File: src/design/wcdf_pkg.sv
`timescale 1ns / 1ps
// ----------------------------------------------------------------------------
// wcdf_pkg
// Shared types and constants of the weighted CDF index sampler: operation and
// status codes, field widths, and the controller/datapath command and status
// bundles.
// ----------------------------------------------------------------------------
package wcdf_pkg;

  // Beat field widths
  localparam int OP_W       = 2;
  localparam int WEIGHT_W   = 32;
  localparam int FRAC_W     = 17;
  localparam int STATUS_W   = 2;
  localparam int PIDX_W     = 8;
  localparam int SUM_W      = 40;
  localparam int ECNT_W     = 9;
  localparam int IN_DATA_W  = 56;   // weight + fraction, padded to bytes
  localparam int OUT_DATA_W = 96;   // index + weight + total + count, padded

  // Fraction scale: 65536 means 1.0
  localparam int FRAC_SHIFT = 16;

  // The 40-bit total is multiplied in two 20-bit halves
  localparam int SPLIT_W = 20;
  localparam int MUL_W   = FRAC_W + SPLIT_W;  // one partial product
  localparam int TGT_W   = FRAC_W + SUM_W;    // full u * total

  typedef enum logic [OP_W-1:0] {
    OP_CLEAR  = 2'd0,
    OP_APPEND = 2'd1,
    OP_SAMPLE = 2'd2,
    OP_NONE   = 2'd3
  } wcdf_op_e;

  typedef enum logic [STATUS_W-1:0] {
    STAT_OK    = 2'd0,
    STAT_EMPTY = 2'd1,
    STAT_FULL  = 2'd2,
    STAT_RSVD  = 2'd3
  } wcdf_status_e;

  typedef enum logic [3:0] {
    ST_IDLE,
    ST_MUL_LO,
    ST_MUL_HI,
    ST_SRCH_INIT,
    ST_SRCH,
    ST_PICK,
    ST_PREV,
    ST_WEIGHT,
    ST_DONE
  } wcdf_state_e;

  // Controller to datapath
  typedef struct packed {
    logic take;        // input beat accepted this cycle
    logic do_clear;    // empty the table
    logic do_append;   // store a new running sum
    logic set_full;    // append refused
    logic set_empty;   // sample on empty table
    logic mul_lo;      // u * total[19:0]
    logic mul_hi;      // u * total[39:20]
    logic srch_init;   // finish target, issue first probe
    logic srch_step;   // compare probe, narrow the range
    logic pick;        // clamp index, read its sum
    logic get_prev;    // latch sum, read previous sum
    logic get_weight;  // form picked weight
    logic load_out;    // move result into output register
  } wcdf_cmd_t;

  // Datapath to controller
  typedef struct packed {
    logic tbl_empty;
    logic tbl_full;
    logic srch_more;   // range still open after this probe
    logic out_free;    // output register can take a result
  } wcdf_sts_t;

endpackage

File: src/design/wcdf_ctrl.sv
`timescale 1ns / 1ps
// ----------------------------------------------------------------------------
// wcdf_ctrl
// Sequencer of the sampler: decodes each input beat and steps the datapath
// through target multiply, binary search, weight readout and result load.
// ----------------------------------------------------------------------------
module wcdf_ctrl (
  input  logic                 clk,
  input  logic                 rst_n,
  input  logic                 in_tvalid,
  output logic                 in_tready,
  input  wcdf_pkg::wcdf_op_e   in_op,
  input  wcdf_pkg::wcdf_sts_t  sts,
  output wcdf_pkg::wcdf_cmd_t  cmd
);

  wcdf_pkg::wcdf_state_e state_r;
  wcdf_pkg::wcdf_state_e state_nxt;

  // State register
  always_ff @(posedge clk) begin
    if (!rst_n) begin
      state_r <= wcdf_pkg::ST_IDLE;
    end else begin
      state_r <= state_nxt;
    end
  end

  // Next state
  always_comb begin
    state_nxt = state_r;
    unique case (state_r)
      wcdf_pkg::ST_IDLE: begin
        if (in_tvalid) begin
          if (in_op == wcdf_pkg::OP_SAMPLE && !sts.tbl_empty) begin
            state_nxt = wcdf_pkg::ST_MUL_LO;
          end else begin
            state_nxt = wcdf_pkg::ST_DONE;
          end
        end
      end
      wcdf_pkg::ST_MUL_LO:    state_nxt = wcdf_pkg::ST_MUL_HI;
      wcdf_pkg::ST_MUL_HI:    state_nxt = wcdf_pkg::ST_SRCH_INIT;
      wcdf_pkg::ST_SRCH_INIT: state_nxt = wcdf_pkg::ST_SRCH;
      wcdf_pkg::ST_SRCH: begin
        if (!sts.srch_more) begin
          state_nxt = wcdf_pkg::ST_PICK;
        end
      end
      wcdf_pkg::ST_PICK:      state_nxt = wcdf_pkg::ST_PREV;
      wcdf_pkg::ST_PREV:      state_nxt = wcdf_pkg::ST_WEIGHT;
      wcdf_pkg::ST_WEIGHT:    state_nxt = wcdf_pkg::ST_DONE;
      wcdf_pkg::ST_DONE: begin
        if (sts.out_free) begin
          state_nxt = wcdf_pkg::ST_IDLE;
        end
      end
      default:                state_nxt = wcdf_pkg::ST_IDLE;
    endcase
  end

  // Outputs
  always_comb begin
    cmd       = '0;
    in_tready = 1'b0;
    unique case (state_r)
      wcdf_pkg::ST_IDLE: begin
        in_tready     = 1'b1;
        cmd.take      = in_tvalid;
        cmd.do_clear  = in_tvalid && (in_op == wcdf_pkg::OP_CLEAR);
        cmd.do_append = in_tvalid && (in_op == wcdf_pkg::OP_APPEND) && !sts.tbl_full;
        cmd.set_full  = in_tvalid && (in_op == wcdf_pkg::OP_APPEND) && sts.tbl_full;
        cmd.set_empty = in_tvalid && (in_op == wcdf_pkg::OP_SAMPLE) && sts.tbl_empty;
      end
      wcdf_pkg::ST_MUL_LO:    cmd.mul_lo     = 1'b1;
      wcdf_pkg::ST_MUL_HI:    cmd.mul_hi     = 1'b1;
      wcdf_pkg::ST_SRCH_INIT: cmd.srch_init  = 1'b1;
      wcdf_pkg::ST_SRCH:      cmd.srch_step  = 1'b1;
      wcdf_pkg::ST_PICK:      cmd.pick       = 1'b1;
      wcdf_pkg::ST_PREV:      cmd.get_prev   = 1'b1;
      wcdf_pkg::ST_WEIGHT:    cmd.get_weight = 1'b1;
      wcdf_pkg::ST_DONE:      cmd.load_out   = sts.out_free;
      default:                cmd            = '0;
    endcase
  end

endmodule

File: config.mk
export PLATFORM = sky130hd
export DESIGN_NAME = wcdf_ctrl
export DESIGN_NICKNAME = d
export VERILOG_FILES = /design/src/design/wcdf_pkg.sv /design/src/design/wcdf_ctrl.sv
export SDC_FILE = /design/constraint.sdc
export NUM_CORES = 1
export LEC_CHECK = 0
export ABC_AREA = 0
export BUFFER_PORTS_ARGS = -buffer_cell sky130_fd_sc_hd__buf_2
export CAP_MARGIN = 20
export CORE_AREA = 2 2 39 41
export CTS_CLUSTER_DIAMETER = 120
export DETAILED_ROUTE_END_ITERATION = 8
export DIE_AREA = 0 0 41 43
export PLACE_DENSITY = 0.65
export SLEW_MARGIN = 20
export SYNTH_ARGS = -nofsm -noshare
export SYNTH_HDL_FRONTEND = slang
export SYNTH_SLANG_ARGS = --single-unit
File: constraint.sdc
create_clock -name clk -period 1.25 [get_ports clk]
set_clock_uncertainty 0.1 [all_clocks]
set_input_delay 0.25 -clock clk [delete_from_list [all_inputs] [get_ports clk]]
set_output_delay 0.25 -clock clk [all_outputs]
set_load 0.01 [all_outputs]
---- After elaboration in Yosys (flattened, before gate mapping) ----
Index checks and enable logic that the tools add are counted.
word-level totals
  flip-flop bits (word level) ............. 4
  input bits .............................. 9
operators by class
  equality and inequality tests ........... 13
  multiplexer cells ....................... 15
  reduce and logical (&&, ||, !) cells .... 12
operator list
  kind                                                              count
  4-bit one-hot mux with 9 select lines                             1
  4-bit by 3-bit == test with 1-bit output (second input constant)  4
  4-bit 2-to-1 mux                                                  4
  1-bit 2-to-1 mux                                                  9
  4-bit by 2-bit == test with 1-bit output (second input constant)  2
  1-bit logical AND                                                 7
  2-bit != test (second input constant)                             3
  5-bit 2-to-1 mux                                                  1
  4-bit by 1-bit == test with 1-bit output (second input constant)  1
  4-bit == test (second input constant)                             1
  4-bit zero test                                                   1
  3-bit AND reduction                                               1
  2-bit by 1-bit == test with 1-bit output (second input constant)  1
  2-bit == test (second input constant)                             1
  1-bit zero test                                                   2
  2-bit zero test                                                   1

---- Logic depth before layout (Yosys ltp) ----
  word-level depth ........................ 5
  mapped depth ............................ 4
  gate-level depth less buffers ........... 3

---- Least setup slack after synthesis ----
No wires, ideal clock.
  path type ............................... register to output
  from .................................... reg state_r[1]
  to ...................................... out cmd[8] in the netlist's numbering
  arrival ................................. 1.218 ns
  data required time ...................... 0.900 ns
  slack ................................... -0.318 ns
  stages on the path, launching flop included .. 5
  buffers on the path ..................... 1
  cell sequence ........................... dfxtp_1 buf_6 nor4_4 and2_4 and4b_1
RTL lines
  element                 RTL line         RTL
  from (decl)             wcdf_ctrl.sv:17  wcdf_pkg::wcdf_state_e state_r;
  from (signal assigned)  wcdf_ctrl.sv:23  state_r <= wcdf_pkg::ST_IDLE;
  from (signal assigned)  wcdf_ctrl.sv:25  state_r <= state_nxt;
  to (decl)               wcdf_ctrl.sv:14  output wcdf_pkg::wcdf_cmd_t cmd

==> flow_metrics.env <==
export IMPL_diodes=0
export IMPL_synth_yosys_seq_area_share_pct=23.19
export IMPL_cts_root_buffer="sky130_fd_sc_hd__clkbuf_4"
export IMPL_drc=0
export IMPL_hp_class="in2reg"
export IMPL_worst_ep_required_time_ps=900
export IMPL_finalSetupViolCount=15
export IMPL_fp_dieArea_mm2=0.001763
export IMPL_internal_power_consumption_uw=350.3
export IMPL_gp_congestion=0.7784
export IMPL_cts_buffer_depth=2
export IMPL_layout_top_registers="state_r x4"
export IMPL_syn_num_nets=51
export IMPL_drt_pass1_iterations=4
export IMPL_floorplan_die_height_um=43
export IMPL_antenna_found_initial=0
export IMPL_clockPowerShare_pct=32.6
export IMPL_peak_fanout_along_the_critical_path=5
export IMPL_routed_via_count=448
export IMPL_yosysWarningCount=0
export IMPL_fillCellCount=134
export IMPL_switching_share_pct=28.82
export IMPL_insertion_delay_ps=230
export IMPL_drive_gt1_share_pct=76.00
export IMPL_tritoncts_num_sinks=4
export IMPL_grtUsageTotal_pct=14.26
export IMPL_grt_max_degree=11
export IMPL_multi_input_area_um2=332.8
export IMPL_power_leakage_uw=0.0003258
export IMPL_power_net_switching_uw=141.8
export IMPL_i_o_pin_count=23
export IMPL_maximum_capacitance_violations=0
export IMPL_synth_cell_area_um2=345.3
export IMPL_total_power_consumption_of_the_routed_design_uw=492.2
export IMPL_finalNetCount=86
export IMPL_path_class="reg2out"
export IMPL_vias_per_cell=4.923
export IMPL_post_synth_num_cell_types=22
export IMPL_port_buffers=22
export IMPL_mostFrequentLayoutCells="sky130_fd_sc_hd__buf_2, sky130_fd_sc_hd__buf_6, sky130_fd_sc_hd__buf_4"
export IMPL_failed_checks="negative setup slack"
export IMPL_maxSlewViolCount=0
export IMPL_final_min_clock_period_ps=1712
export IMPL_final_setup_worst_slack_ps=-461.6
export IMPL_h_tree_depth_reported_by_cts=1
export IMPL_grt_pass1_wl_um=1690
export IMPL_regArea_um2=90.09
export IMPL_place_hpwl_um=715.5
export IMPL_worst_setup_path_end_kind="output port"
export IMPL_period_share_pct=136.9
export IMPL_tritoncts="done"
export IMPL_irDropWorstVdd_mv=0.4752
export IMPL_cp_start_kind="flip-flop"
export IMPL_achievable_frequency_ghz=0.5843
export IMPL_setup_tns_ps=-4868
export IMPL_first_global_vias=420
export IMPL_synth_seq_cells=4
export IMPL_floorplan_die_width_um=41
export IMPL_area_growth_pct=101.4
export IMPL_hold_ws_ps=164.9
export IMPL_critical_path_arrival_ps=1360
export IMPL_core_area_mm2=0.001384
export IMPL_cellPowerDensity_mw_per_mm2=707.5
export IMPL_detailed_route_wl_um=1098
export IMPL_worst_slew_pin_slew_ps=255.8
export IMPL_run_status="finished with violations"
export IMPL_setup_repair_after_global_routing_missed_its_margin="yes"
export IMPL_postRouteAntennaNets=0
export IMPL_sequential_fraction_of_design_power_pct=29.4
export IMPL_initial_utilization_pct=24.95
export IMPL_syn_mean_instance_area_um2=8.222
export IMPL_avgRoutedWirePerCell_um=12.07
export IMPL_detail_route_iter0_violations=6
export IMPL_holdBufCountCts=0
export IMPL_std_cell_rows=14
export IMPL_tritoncts_num_buffers=3
export IMPL_clkTransAtPathRegs_ps=40
export IMPL_post_place_ws_ps=-218.9
export IMPL_mostFrequentLayoutCell="sky130_fd_sc_hd__buf_2"
export IMPL_global_route_total_overflow=0
export IMPL_worst_slew_margin_rel_pct=82.79
export IMPL_largest_register="state_r"
export IMPL_timing_final_hold_violations=0
export IMPL_power_combinational_fraction_pct=38.0
export IMPL_flip_flop_count_of_the_largest_register_all_copies_and_words_added=4
export IMPL_synthCells=42
==> layer usage <==
| layer | track usage [%] | wire, µm | vias to the layer above |
|---|---|---|---|
| li1 | - | - | 220 |
| met1 | 14.47 | 442 | 204 |
| met2 | 23.44 | 556 | 24 |
| met3 | 6.806 | 98 | 0 |
| met4 | 6.000 | 0 | 0 |
| met5 | 0 | 0 | - |
==> power by group through the flow <==
stage          registers [µW]  logic, µW  clock network (µW)
3_3_place_gp              147        143                   0
3_5_place_dp              147        143                   0
4_1_cts                   144        177                 163
6_report                  145        187                 161
5_1_grt                   145        201                 181
2_1_floorplan             146       83.0                   0
==> final cells by class <==
class	instances	share of cell area, %
Multi-Input combinational cell	35	47.84
Timing Repair Buffer	33	33.09
Sequential cell	4	12.95
Clock buffer	3	3.237
Tap cell	16	2.878
==> Yosys cell counts <==
| cell | count | share of area [%] |
|---|---|---|
| sky130_fd_sc_hd__and2_4 | 1 | 2.5 |
| sky130_fd_sc_hd__xor2_1 | 1 | 2.5 |
| sky130_fd_sc_hd__nor4_1 | 1 | 1.8 |
| sky130_fd_sc_hd__o311a_1 | 1 | 2.9 |
| sky130_fd_sc_hd__and4b_1 | 2 | 5.8 |
| sky130_fd_sc_hd__and4bb_1 | 1 | 3.6 |
| sky130_fd_sc_hd__nand2b_1 | 4 | 7.2 |
| sky130_fd_sc_hd__o21ai_1 | 1 | 1.4 |
| sky130_fd_sc_hd__nor4b_1 | 2 | 5.1 |
| sky130_fd_sc_hd__nor2_1 | 6 | 6.5 |
| sky130_fd_sc_hd__or2b_1 | 1 | 2.2 |
| sky130_fd_sc_hd__nor3b_2 | 1 | 3.6 |
| sky130_fd_sc_hd__buf_2 | 2 | 2.9 |
| sky130_fd_sc_hd__xnor2_1 | 1 | 2.5 |
| sky130_fd_sc_hd__nor4_4 | 1 | 6.2 |
| sky130_fd_sc_hd__nor2b_1 | 1 | 1.8 |
| sky130_fd_sc_hd__buf_6 | 1 | 3.3 |
| sky130_fd_sc_hd__dfxtp_1 | 4 | 23 |
| sky130_fd_sc_hd__nor3b_1 | 1 | 2.2 |
| sky130_fd_sc_hd__nand2_1 | 2 | 2.2 |
| sky130_fd_sc_hd__nor3_1 | 6 | 8.7 |
| sky130_fd_sc_hd__and2_1 | 1 | 1.8 |
==> worst max-delay path, stage by stage, from the launching register on <==
cell                       delay, ps
sky130_fd_sc_hd__dfxtp_4         340
sky130_fd_sc_hd__nor4_4          280
sky130_fd_sc_hd__and2_4          190
sky130_fd_sc_hd__and4bb_1        180
sky130_fd_sc_hd__buf_2           130
==> kinds of logic after synthesis <==
family	after synthesis	share of synthesized area, %
and+or+nand+nor	31	61.24
DFF	4	23.19
buffers and inverters	3	6.159
AOI/OAI and AO/OA	2	4.347
xor gates and xnor gates	2	5.073
==> final timing paths <==
path | from | end | slack (ps) | cells past startpoint
worst max register to register | state_r[1] | state_r[3] | -180 | 6
worst min register to register | state_r[0] | state_r[0] | 540 | 2
worst max-delay path | state_r[1] | cmd[10] | -460 | 4
worst min-delay path | rst_n | state_r[3] | 160 | 2
==> per-stage QoR <==
| step | util [%] | instances | cell area, µm² |
|---|---|---|---|
| 6_report | 50.27 | 91 | 695.7 |
| 5_1_grt | 50.27 | 91 | 695.7 |
| 4_1_cts | 48.37 | 91 | 669.4 |
| 3_5_place_dp | 37.79 | 84 | 523.0 |
| 3_3_place_gp | 37.79 | 84 | 523.0 |
| 2_1_floorplan | - | 42 | 361.6 |
==> repair_timing <==
item,in CTS,in global routing
endpoints found under the hold margin,0,0
resized for setup,23,5
pin swaps,5,2
endpoints found under the setup margin,15,17
setup buffers,4,0
Note: power is estimated with default switching activity, not from simulation.
